[src/design/tga_image_stream_decoder_macros.svh]
// Assertion macros for the TGA image stream decoder.
// Used by design/tga_image_stream_decoder.sv; no other dependencies.
`ifndef TGA_IMAGE_STREAM_DECODER_MACROS_SVH
`define TGA_IMAGE_STREAM_DECODER_MACROS_SVH

`ifndef SYNTHESIS
// Clocked check, disabled while reset is asserted (active low).
`define TGA_ASSERT(label, clk, rstn, prop) \
    label: assert property (@(posedge clk) disable iff (!rstn) prop) \
        else $error("tga decoder check failed");
// Clocked check that also runs during reset.
`define TGA_ASSERT_ALWAYS(label, clk, prop) \
    label: assert property (@(posedge clk) prop) \
        else $error("tga decoder check failed");
`else
`define TGA_ASSERT(label, clk, rstn, prop)
`define TGA_ASSERT_ALWAYS(label, clk, prop)
`endif

`endif

[src/design/tga_pkg.sv]
// Package for the TGA image stream decoder: transaction structs, result and
// error codes, header constants. No dependencies.
package tga_pkg;

    // Result kinds
    localparam logic [1:0] RK_SPAN  = 2'd0;
    localparam logic [1:0] RK_INFO  = 2'd1;
    localparam logic [1:0] RK_ERROR = 2'd2;

    // Error codes
    localparam logic [1:0] ERR_NONE   = 2'd0;
    localparam logic [1:0] ERR_TYPE   = 2'd1;
    localparam logic [1:0] ERR_INFO   = 2'd2;
    localparam logic [1:0] ERR_PIXELS = 2'd3;

    // Header layout
    localparam int unsigned TYPE_HDR_BYTES = 12;
    localparam int unsigned INFO_HDR_BYTES = 6;
    localparam logic [3:0]  TYPE_BYTE_POS  = 4'd2;
    localparam logic [7:0]  TYPE_RAW       = 8'd2;
    localparam logic [7:0]  TYPE_RLE       = 8'd10;
    localparam logic [7:0]  BPP_RGB        = 8'd24;
    localparam logic [7:0]  BPP_RGBA       = 8'd32;

    // Uncompressed type header; the type byte is checked separately
    localparam logic [7:0] TYPE_HDR_RAW [TYPE_HDR_BYTES] = '{
        8'd0, 8'd0, 8'd2, 8'd0, 8'd0, 8'd0,
        8'd0, 8'd0, 8'd0, 8'd0, 8'd0, 8'd0
    };

    typedef struct packed {
        logic [7:0] data_byte;
        logic       restart;
    } tga_in_t;

    typedef struct packed {
        logic [1:0]  result_kind;
        logic [7:0]  red;
        logic [7:0]  green;
        logic [7:0]  blue;
        logic [7:0]  alpha;
        logic [7:0]  span_length;
        logic        last_of_image;
        logic [1:0]  error_code;
        logic [15:0] image_width;
        logic [15:0] image_height;
        logic        has_alpha;
    } tga_out_t;

endpackage

[src/design/tga_image_stream_decoder.sv]
// TGA image stream decoder, top level: header parsing, packet/pixel decode
// and a two-entry result buffer. Depends on tga_pkg and the macros header.
//
// Takes one TGA file byte per cycle while s_ready is high, fully pipelined:
// every byte is decoded in the cycle it is accepted and any result (image
// info, pixel span or error) is registered into the result register that
// drives m_, or into the skid register while a result waits on m_ready, so
// the input keeps taking one byte per cycle; s_ready drops only when both
// result registers are full. Bytes with restart set begin a new file; after
// the last pixel or an error the decoder swallows bytes silently until the
// next restart. Run packets give a single span result with the repeat count.
`include "tga_image_stream_decoder_macros.svh"

module tga_image_stream_decoder (
    input  logic              aclk,
    input  logic              aresetn,
    input  logic              s_valid,
    output logic              s_ready,
    input  tga_pkg::tga_in_t  s_data,
    output logic              m_valid,
    input  logic              m_ready,
    output tga_pkg::tga_out_t m_data
);
    import tga_pkg::*;

    // Parse phases
    localparam logic [2:0] PH_TYPE = 3'd0;
    localparam logic [2:0] PH_INFO = 3'd1;
    localparam logic [2:0] PH_PKT  = 3'd2;
    localparam logic [2:0] PH_PIX  = 3'd3;
    localparam logic [2:0] PH_DONE = 3'd4;

    // Parser state
    logic [2:0]  phase_reg,       phase_next;
    logic [3:0]  hdr_count_reg,   hdr_count_next;
    logic        compressed_reg,  compressed_next;
    logic        mismatch_reg,    mismatch_next;
    logic        info_bad_reg,    info_bad_next;
    logic [15:0] width_reg,       width_next;
    logic [15:0] height_reg,      height_next;
    logic        alpha_on_reg,    alpha_on_next;
    logic [31:0] pixels_left_reg, pixels_left_next;
    logic [7:0]  packet_left_reg, packet_left_next;
    logic        packet_run_reg,  packet_run_next;
    logic [1:0]  byte_idx_reg,    byte_idx_next;
    logic [7:0]  pix_byte_reg [3];

    // Result buffer
    logic        out_valid_reg;
    tga_out_t    out_data_reg;
    logic        skid_valid_reg;
    tga_out_t    skid_data_reg;

    // Decode outputs
    logic        accept;
    logic        has_result;
    tga_out_t    result;
    logic        pix_we;
    logic [7:0]  din;
    logic [2:0]  cur_phase;
    logic [3:0]  cur_count;
    logic [7:0]  pkt_count;
    logic [7:0]  span;

    assign accept  = s_valid && s_ready;
    assign s_ready = !skid_valid_reg;
    assign m_valid = out_valid_reg;
    assign m_data  = out_data_reg;
    assign din     = s_data.data_byte;
    // Run and raw packets both carry count minus one in the low seven bits
    assign pkt_count = {1'b0, din[6:0]} + 8'd1;

    // Byte decode; restart makes this byte the first of a fresh file
    always_comb begin
        cur_phase        = s_data.restart ? PH_TYPE : phase_reg;
        cur_count        = s_data.restart ? 4'd0 : hdr_count_reg;
        compressed_next  = s_data.restart ? 1'b0 : compressed_reg;
        mismatch_next    = s_data.restart ? 1'b0 : mismatch_reg;
        info_bad_next    = s_data.restart ? 1'b0 : info_bad_reg;
        width_next       = s_data.restart ? 16'd0 : width_reg;
        height_next      = s_data.restart ? 16'd0 : height_reg;
        alpha_on_next    = s_data.restart ? 1'b0 : alpha_on_reg;
        pixels_left_next = s_data.restart ? 32'd0 : pixels_left_reg;
        packet_left_next = s_data.restart ? 8'd0 : packet_left_reg;
        packet_run_next  = s_data.restart ? 1'b0 : packet_run_reg;
        byte_idx_next    = s_data.restart ? 2'd0 : byte_idx_reg;
        phase_next       = cur_phase;
        hdr_count_next   = cur_count;
        has_result       = 1'b0;
        pix_we           = 1'b0;
        span             = 8'd0;
        result           = '0;

        case (cur_phase)
            PH_TYPE: begin
                if (cur_count == TYPE_BYTE_POS) begin
                    if (din == TYPE_RLE) begin
                        compressed_next = 1'b1;
                    end else if (din != TYPE_RAW) begin
                        mismatch_next = 1'b1;
                    end
                end else if (din != TYPE_HDR_RAW[cur_count]) begin
                    mismatch_next = 1'b1;
                end
                if (cur_count == 4'(TYPE_HDR_BYTES - 1)) begin
                    hdr_count_next = 4'd0;
                    if (mismatch_next) begin
                        has_result         = 1'b1;
                        result.result_kind = RK_ERROR;
                        result.error_code  = ERR_TYPE;
                        phase_next         = PH_DONE;
                    end else begin
                        phase_next = PH_INFO;
                    end
                end else begin
                    hdr_count_next = cur_count + 4'd1;
                end
            end
            PH_INFO: begin
                case (cur_count)
                    4'd0: width_next  = {width_next[15:8], din};
                    4'd1: width_next  = {din, width_next[7:0]};
                    4'd2: height_next = {height_next[15:8], din};
                    4'd3: height_next = {din, height_next[7:0]};
                    4'd4: begin
                        alpha_on_next = (din == BPP_RGBA);
                        info_bad_next = (din != BPP_RGB) && (din != BPP_RGBA);
                    end
                    default: ;
                endcase
                if (cur_count < 4'(INFO_HDR_BYTES - 1)) begin
                    hdr_count_next = cur_count + 4'd1;
                end else begin
                    hdr_count_next = 4'd0;
                    has_result     = 1'b1;
                    if (info_bad_next || width_next == 16'd0 || height_next == 16'd0) begin
                        result.result_kind = RK_ERROR;
                        result.error_code  = ERR_INFO;
                        phase_next         = PH_DONE;
                    end else begin
                        pixels_left_next    = 32'(width_next) * 32'(height_next);
                        byte_idx_next       = 2'd0;
                        packet_run_next     = 1'b0;
                        packet_left_next    = 8'd0;
                        phase_next          = compressed_next ? PH_PKT : PH_PIX;
                        result.result_kind  = RK_INFO;
                        result.image_width  = width_next;
                        result.image_height = height_next;
                        result.has_alpha    = alpha_on_next;
                    end
                end
            end
            PH_PKT: begin
                if ({24'd0, pkt_count} > pixels_left_next) begin
                    has_result         = 1'b1;
                    result.result_kind = RK_ERROR;
                    result.error_code  = ERR_PIXELS;
                    phase_next         = PH_DONE;
                end else begin
                    packet_run_next  = din[7];
                    packet_left_next = pkt_count;
                    byte_idx_next    = 2'd0;
                    phase_next       = PH_PIX;
                end
            end
            PH_PIX: begin
                pix_we = (byte_idx_next != 2'd3);
                if (alpha_on_next ? (byte_idx_next != 2'd3) : (byte_idx_next != 2'd2)) begin
                    byte_idx_next = byte_idx_next + 2'd1;
                end else begin
                    byte_idx_next = 2'd0;
                    if (!compressed_next) begin
                        span = 8'd1;
                    end else if (packet_run_next) begin
                        span             = packet_left_next;
                        packet_left_next = 8'd0;
                    end else begin
                        span             = 8'd1;
                        packet_left_next = packet_left_next - 8'd1;
                    end
                    // Clamp to the pixels still owed
                    if ({24'd0, span} > pixels_left_next) begin
                        span = pixels_left_next[7:0];
                    end
                    pixels_left_next = pixels_left_next - {24'd0, span};
                    if (pixels_left_next == 32'd0) begin
                        phase_next = PH_DONE;
                    end else if (compressed_next && packet_left_next == 8'd0) begin
                        phase_next = PH_PKT;
                    end
                    has_result           = 1'b1;
                    result.result_kind   = RK_SPAN;
                    result.red           = (byte_idx_reg == 2'd2 || s_data.restart) ?
                                           din : pix_byte_reg[2];
                    result.green         = pix_byte_reg[1];
                    result.blue          = pix_byte_reg[0];
                    result.alpha         = alpha_on_next ? din : 8'd0;
                    result.span_length   = span;
                    result.last_of_image = (pixels_left_next == 32'd0);
                end
            end
            default: begin
                phase_next = PH_DONE;
            end
        endcase
    end

    // Parser state registers
    always_ff @(posedge aclk) begin
        if (!aresetn) begin
            phase_reg       <= PH_TYPE;
            hdr_count_reg   <= 4'd0;
            compressed_reg  <= 1'b0;
            mismatch_reg    <= 1'b0;
            info_bad_reg    <= 1'b0;
            width_reg       <= 16'd0;
            height_reg      <= 16'd0;
            alpha_on_reg    <= 1'b0;
            pixels_left_reg <= 32'd0;
            packet_left_reg <= 8'd0;
            packet_run_reg  <= 1'b0;
            byte_idx_reg    <= 2'd0;
        end else if (accept) begin
            phase_reg       <= phase_next;
            hdr_count_reg   <= hdr_count_next;
            compressed_reg  <= compressed_next;
            mismatch_reg    <= mismatch_next;
            info_bad_reg    <= info_bad_next;
            width_reg       <= width_next;
            height_reg      <= height_next;
            alpha_on_reg    <= alpha_on_next;
            pixels_left_reg <= pixels_left_next;
            packet_left_reg <= packet_left_next;
            packet_run_reg  <= packet_run_next;
            byte_idx_reg    <= byte_idx_next;
        end
    end

    // Stored pixel bytes, written at the current byte position
    always_ff @(posedge aclk) begin
        if (accept && pix_we) begin
            if (s_data.restart) begin
                pix_byte_reg[0] <= din;
            end else begin
                pix_byte_reg[byte_idx_reg] <= din;
            end
        end
    end

    // Result register plus skid register
    always_ff @(posedge aclk) begin
        if (!aresetn) begin
            out_valid_reg  <= 1'b0;
            skid_valid_reg <= 1'b0;
        end else if (!out_valid_reg || m_ready) begin
            if (skid_valid_reg) begin
                out_valid_reg  <= 1'b1;
                skid_valid_reg <= 1'b0;
            end else begin
                out_valid_reg <= accept && has_result;
            end
        end else if (accept && has_result) begin
            skid_valid_reg <= 1'b1;
        end
    end

    always_ff @(posedge aclk) begin
        if (!out_valid_reg || m_ready) begin
            out_data_reg <= skid_valid_reg ? skid_data_reg : result;
        end
        if (out_valid_reg && !m_ready && !skid_valid_reg) begin
            skid_data_reg <= result;
        end
    end

    // Checks
    `TGA_ASSERT(a_skid_needs_out, aclk, aresetn, skid_valid_reg |-> out_valid_reg)
    `TGA_ASSERT(a_pixels_owed, aclk, aresetn, (phase_reg == PH_PKT || phase_reg == PH_PIX) |-> pixels_left_reg != 32'd0)
    `TGA_ASSERT(a_span_range, aclk, aresetn, (m_valid && m_data.result_kind == RK_SPAN) |-> (m_data.span_length != 8'd0 && m_data.span_length <= 8'd128))
    `TGA_ASSERT(a_done_silent, aclk, aresetn, (accept && !s_data.restart && phase_reg == PH_DONE) |=> !skid_valid_reg || $past(skid_valid_reg))

endmodule
[config.mk]
export PLATFORM = sky130hd
export DESIGN_NAME = tga_image_stream_decoder
export DESIGN_NICKNAME = d
export VERILOG_FILES = /design/src/design/tga_pkg.sv /design/src/design/tga_image_stream_decoder.sv
export VERILOG_INCLUDE_DIRS = /design/src /design/src/design
export SDC_FILE = /design/constraint.sdc
export NUM_CORES = 1
export LEC_CHECK = 0
export BUFFER_PORTS_ARGS = -buffer_cell sky130_fd_sc_hd__buf_2
export CAP_MARGIN = 5
export CORE_MARGIN = 1
export CORE_UTILIZATION = 45
export CTS_CLUSTER_DIAMETER = 40
export DETAILED_ROUTE_END_ITERATION = 12
export PLACE_DENSITY = 0.71
export SYNTH_ARGS = -nofsm -noshare
export SYNTH_HDL_FRONTEND = slang
export SYNTH_SLANG_ARGS = --single-unit
[constraint.sdc]
create_clock -name aclk -period 17.7 [get_ports aclk]
set_input_delay 0.885 -clock aclk [delete_from_list [all_inputs] [get_ports aclk]]
set_output_delay 0.885 -clock aclk [all_outputs]
set_load 0.1 [all_outputs]
Word level (Yosys, flattened, before mapping)
Memory sizes are Yosys's and may differ from the RTL's.
Index checks and enable logic that the tools add are counted.
Widths: inputs -> output; s select.
{ "op_classes": {"addsub": 5, "multipliers": 1, "n_lt_le_gt_ge": 4, "eq_ne": 17, "muxes": 113, "n_bitwise": 2, "n_reduce_logical": 22} }
{ "op_table": {"columns": ["operator", "count"], "rows": [
  ["$mux 8", 21],
  ["$mux 32", 4],
  ["$mux 16", 6],
  ["$mux 41", 2],
  ["$mux 78", 1],
  ["$mux 33", 2],
  ["$gt 8x32->1", 2],
  ["$pmux 16 s2", 2],
  ["$pmux 32 s2", 1],
  ["$mux 1", 40],
  ["$mux 35", 1],
  ["$logic_not 16->1", 2],
  ["$logic_not 32->1", 1],
  ["$mul 16x16->32", 1],
  ["$sub 32x8->32", 1],
  ["$mux 3", 9],
  ["$mux 2", 13],
  ["$pmux 8 s3", 1],
  ["$mux 4", 3],
  ["$pmux 2 s3", 2],
  ["$pmux 3 s4", 1],
  ["$add 7x1->8 const B", 1],
  ["$eq 4x2->1 const B", 2],
  ["$eq 8x4->1 const B", 1],
  ["31 further kinds", 44]
]} }
{ "totals": {"ff_bits": 244, "ram_bits": 24, "romBits": 128, "word_cells": 202, "mem_count": 2} }
{ "memory_table": {"columns": ["memory", "words", "width", "read_ports", "rd_ports_with_merged_regs", "write_ports", "line", "source"], "rows": [
  ["(no name shown)", 16, 8, 1, 0, 0, "tga_image_stream_decoder.sv:102", "end else if (din != TYPE_HDR_RAW[cur_count]) begin"],
  ["pix_byte_reg", 3, 8, 3, 0, 1, "tga_image_stream_decoder.sv:46", "logic [7:0] pix_byte_reg [3];"]
]} }

Longest topological paths before layout
{ "logic_depth": {"ltp_word": 14, "mapped_depth": 37, "ltp_nobuf": 30} }

Worst setup path after synthesis
Ideal clock, no wire load.
{ "synth_path": {"path_type": "input-to-reg", "start": "input port s_data[0] (netlist name)", "end": "register pixels_left_reg[24]", "arrival_time_ns": 9.520, "required_ns": 17.568, "path_slack_ns": 8.048, "cell_stages": 35, "n_path_buf": 7, "cell_sequence": "inv_1 clkbuf_1 clkbuf_1 clkbuf_1 buf_1 nand2_1 inv_1 ha_1 buf_2 or4b_1 buf_2 and2_1 clkbuf_1 a22oi_1 nor2_1 fa_1 inv_1 fa_1 fa_1 inv_1 fa_1 fa_1 inv_1 fa_1 inv_1 ha_1 a21o_1 a221oi_1 o2bb2ai_1 o41a_1 a21oi_1 xor2_1 nor2_2 o41ai_2 a21oi_1"} }
{ "synth_via": {"elab_chain_cells": 12} }
{ "synth_lines": {"columns": ["element", "line", "source"], "rows": [
  ["start, declared", "tga_image_stream_decoder.sv:19", "input tga_pkg::tga_in_t s_data,"],
  ["$mux 8 / $mux 1 (equally long branches)", "tga_image_stream_decoder.sv:84, tga_image_stream_decoder.sv:85", null],
  ["$mux 8", "tga_image_stream_decoder.sv:174", "end else if (packet_run_next) begin"],
  ["$mux 8", "tga_image_stream_decoder.sv:172", "if (!compressed_next) begin"],
  ["$mux 8", "tga_image_stream_decoder.sv:168", "if (alpha_on_next ? (byte_idx_next != 2'd3) : (byte_idx_next != 2'd2)) begin"],
  ["$mux 8", "tga_image_stream_decoder.sv:94", "case (cur_phase)"],
  ["$gt 8x32->1", "tga_image_stream_decoder.sv:182", "if ({24'd0, span} > pixels_left_next) begin"],
  ["$mux 8", "tga_image_stream_decoder.sv:182", null],
  ["$mux 8", "tga_image_stream_decoder.sv:168", null],
  ["$mux 8", "tga_image_stream_decoder.sv:94", null],
  ["$sub 32x8->32", "tga_image_stream_decoder.sv:185", "pixels_left_next = pixels_left_next - {24'd0, span};"],
  ["$mux 32", "tga_image_stream_decoder.sv:168", null],
  ["$pmux 32 s2 (*)", "tga_image_stream_decoder.sv:94", null],
  ["end signal, assigned", "tga_image_stream_decoder.sv:232", "pixels_left_reg <= pixels_left_next;"],
  ["end, declared", "tga_image_stream_decoder.sv:42", "logic [31:0] pixels_left_reg, pixels_left_next;"]
]} }
Every way passes the cells marked *; elsewhere a longest branch is shown, timed or not. The select of a mux whose other input is x is not followed.
A chain may end at the register's enable or synchronous reset.

Worst setup path in the final report
Ends and elaborated chain as after synthesis.

==> metrics.yaml <==
layout:
  layout.filler_cells: 4638
  seq_area_um2: 7171
  drive_above_1_share_pct: 10.19
  diodes: 0
  multi_input_area_um2: 14000
  nNetsFinal: 2859
  finish.utilization_pct: 50.17
  syn2layout_area_growth_pct: 10.05
drt:
  wl_per_cell_um: 21.82
  drc: 0
  viasPerCell: 6.015
  finalWirelength_mm: 70.11
  dr.pass1.iters: 6
  vias: 19330
  ant_nets: 0
  first_iter_violations: 2129
power_and_ir_drop:
  cellLeakagePower_nw: 10.63
  power_mw: 1.584
  p_per_area_nw_per_um2: 63.06
  ir_drop_uv: 52.98
sta:
  tns_ps: 0
  worst_pin_slew_ps: 1298
  max_freq_mhz: 100.2
  setup_violations: 0
  drv_slew: 0
  period_needed_ps: 9981
  relSlewSlack_pct: 13.46
  hold_viol: 0
  rsz0062_at_grt: "no"
  min_period_over_period_pct: 56.39
  finClkSkew_ps: 30.03
flow_run:
  drv_cap: 0
setup_path:
  start_kind: "input pin"
  crit_arrival_ps: 10400
  r2r_start: "hdr_count_reg[2]"
  worst_path_largest_cell_delay_ps: 860
  cp_common_cell: "inv_1"
  critPathCaptureType: "flip-flop"
  cp_max_fo: 16
  crit_start: "s_data[0]"
  reg2reg_depth: 25
  crit_path_top_delay_cell: "nor2_1"
  critical_path_class: "input pin to flip-flop"
  crit_required_ps: 18120
global_routing:
  grt_pass1_vias: 18930
  grt_pass1_wl_mm: 109.0
  track_usage_pct: 27.51
  grt_max_degree: 79
  overflow: 0
  antenna_found_initial: 0
synthesis:
  syn_inst: 2505
  syn_area_per_cell_um2: 9.113
  synth_top_family_by_area: "adder cells"
  post-synth-top-count-cell: "nand2_1"
  synth_top_cell_by_area: "edfxtp_1"
  synth_compound_area_share_pct: 15.52
  synth.top_cell.area_share_pct: 23.68
  synth_mux_area_share_pct: 2.538
  netlist_area_um2: 22830
  yosys.area_share.adder_pct: 24.72
  synthXorXnorAreaFrac_pct: 1.381
  synth_area_leaders: "edfxtp_1 24%, fa_1 17%, dfxtp_1 7.7%, ha_1 7.6%, nand2_1 4.9%"
  yosys_warnings: 0
  ys_types: 82
  ys_seq_area_share_pct: 31.39
  synthesis.nets: 2852
  ys.flop_type: "edfxtp_1"
  synth-simple-area-share_pct: 17.06
  synth_edf_count: 180
  synthArstFlopShare_pct: 0
  synth_seq_cells: 268
  ys_top_cells_by_count: "299 x nand2_1, 287 x nor2_1, 268 x inv_1, 195 x fa_1, 180 x edfxtp_1"
clocking:
  clock_path_buffers: 3
  post_cts_buffers: 0
  cts_resized: 0
  cts_root_buf: "clkbuf_16"
  cts_sinks: 268
  clock_latency_ps: 580
  hold_buffers: 0
  cts_buffers: 39
  cts_tree: "yes"
  clk_pin_slew_ps: 50
  cts.htree.levels: 2
run_status:
  status: "complete, no violations"
placement:
  dpl.hpwl_mm: 50.54
  finalWeightedCongestion: 0.9642
  port-buffer-count: 92
hold_path:
  hp-class: "flip-flop to flip-flop"
  hold_depth: 2
  hp-start: "pixels_left_reg[2]"
die:
  die_w_um: 227.2
  pin_count: 93
  rows: 82
  core_area_um2: 50070
  die_height_um: 227.2
  start_util_pct: 45.59
  die_area_um2: 51630
[power breakdown]
| group | switching, mW | internal [mW] |
|---|---|---|
| Sequential | 0.00196 | 0.662 |
| Combinational | 0.0921 | 0.0331 |
| Clock | 0.323 | 0.472 |
| Total | 0.417 | 1.17 |
[routing by layer]
| layer | up-vias | GRT usage (%) | part of all wire [%] | routed length [um] |
|---|---|---|---|---|
| met1 | 9452 | 36.46 | 40 | 28090 |
| li1 | 8647 | - | - | - |
| met4 | 0 | 10.80 | 3.8 | 2660 |
| met3 | 174 | 5.589 | 10 | 7018 |
| met5 | - | 0 | 0 | 0 |
| met2 | 1053 | 44.07 | 46 | 32350 |
[cells in the final DEF, fill, tap and decap left out, types with 14 or more instances in the layout]
master,count
mux2i_1,23
mux2_2,31
nand3_1,32
edfxtp_1,180
xor2_1,17
a22o_1,29
nand2_1,299
and2_1,35
nor4_1,19
nor3_1,49
a21o_1,19
buf_4,41
nor2b_1,27
buf_2,92
a21oi_1,114
fa_1,195
clkbuf_16,39
o31ai_1,60
a22oi_1,64
o21ai_0,84
and3_1,29
nor2_1,285
dfxtp_1,87
inv_1,267
xnor2_1,19
or3_1,14
ha_1,139
o21a_1,21
[cell families after synthesis]
| group | Yosys count |
|---|---|
| xor+xnor | 36 |
| fa+ha+maj | 334 |
| compound gates | 517 |
| flops | 268 |
| mux | 54 |
| simple gates | 860 |
| buf+inv | 436 |
[through the flow]
step / area [um^2] / instances / setup WS (ps) / hold slack (ps)
after floorplan: 22830 / 2505 / 8048 / 427.4
after global placement: 23790 / 3143 / 7736 / 434.1
after detailed placement: 23790 / 3143 / 7418 / 442.7
after CTS: 25120 / 3213 / 7958 / 449.6
after global routing: 25120 / 3213 / 7412 / 468.1
final: 25120 / 3213 / 7719 / 450.0
[worst max-delay path, delay by kind of cell]
family | cells | cell delay, ps
XOR/XNOR | 1 | 260
adder cells (fa/ha/maj) | 8 | 3720
buffers and inverters | 8 | 950
AO/OA/AOI/OAI | 7 | 2810
AND/OR/NAND/NOR | 6 | 1740
[cell type report]
cell class	instances	area share [%]
inverters	269	4.029
well taps	672	3.347
repair buffers	133	3.058
clock buffers	44	4.079
clock inverters	26	1.215
multi-input cells	1801	55.73
flip-flops and latches	268	28.54
[path summary, 6_finish.rpt]
check                              to  slack [ps]
setup / recovery  pixels_left_reg[24]        7720
hold / removal     pixels_left_reg[2]         450
setup reg to reg  pixels_left_reg[24]        8390
hold reg to reg    pixels_left_reg[2]         450
(Power assumes the default switching activity.)
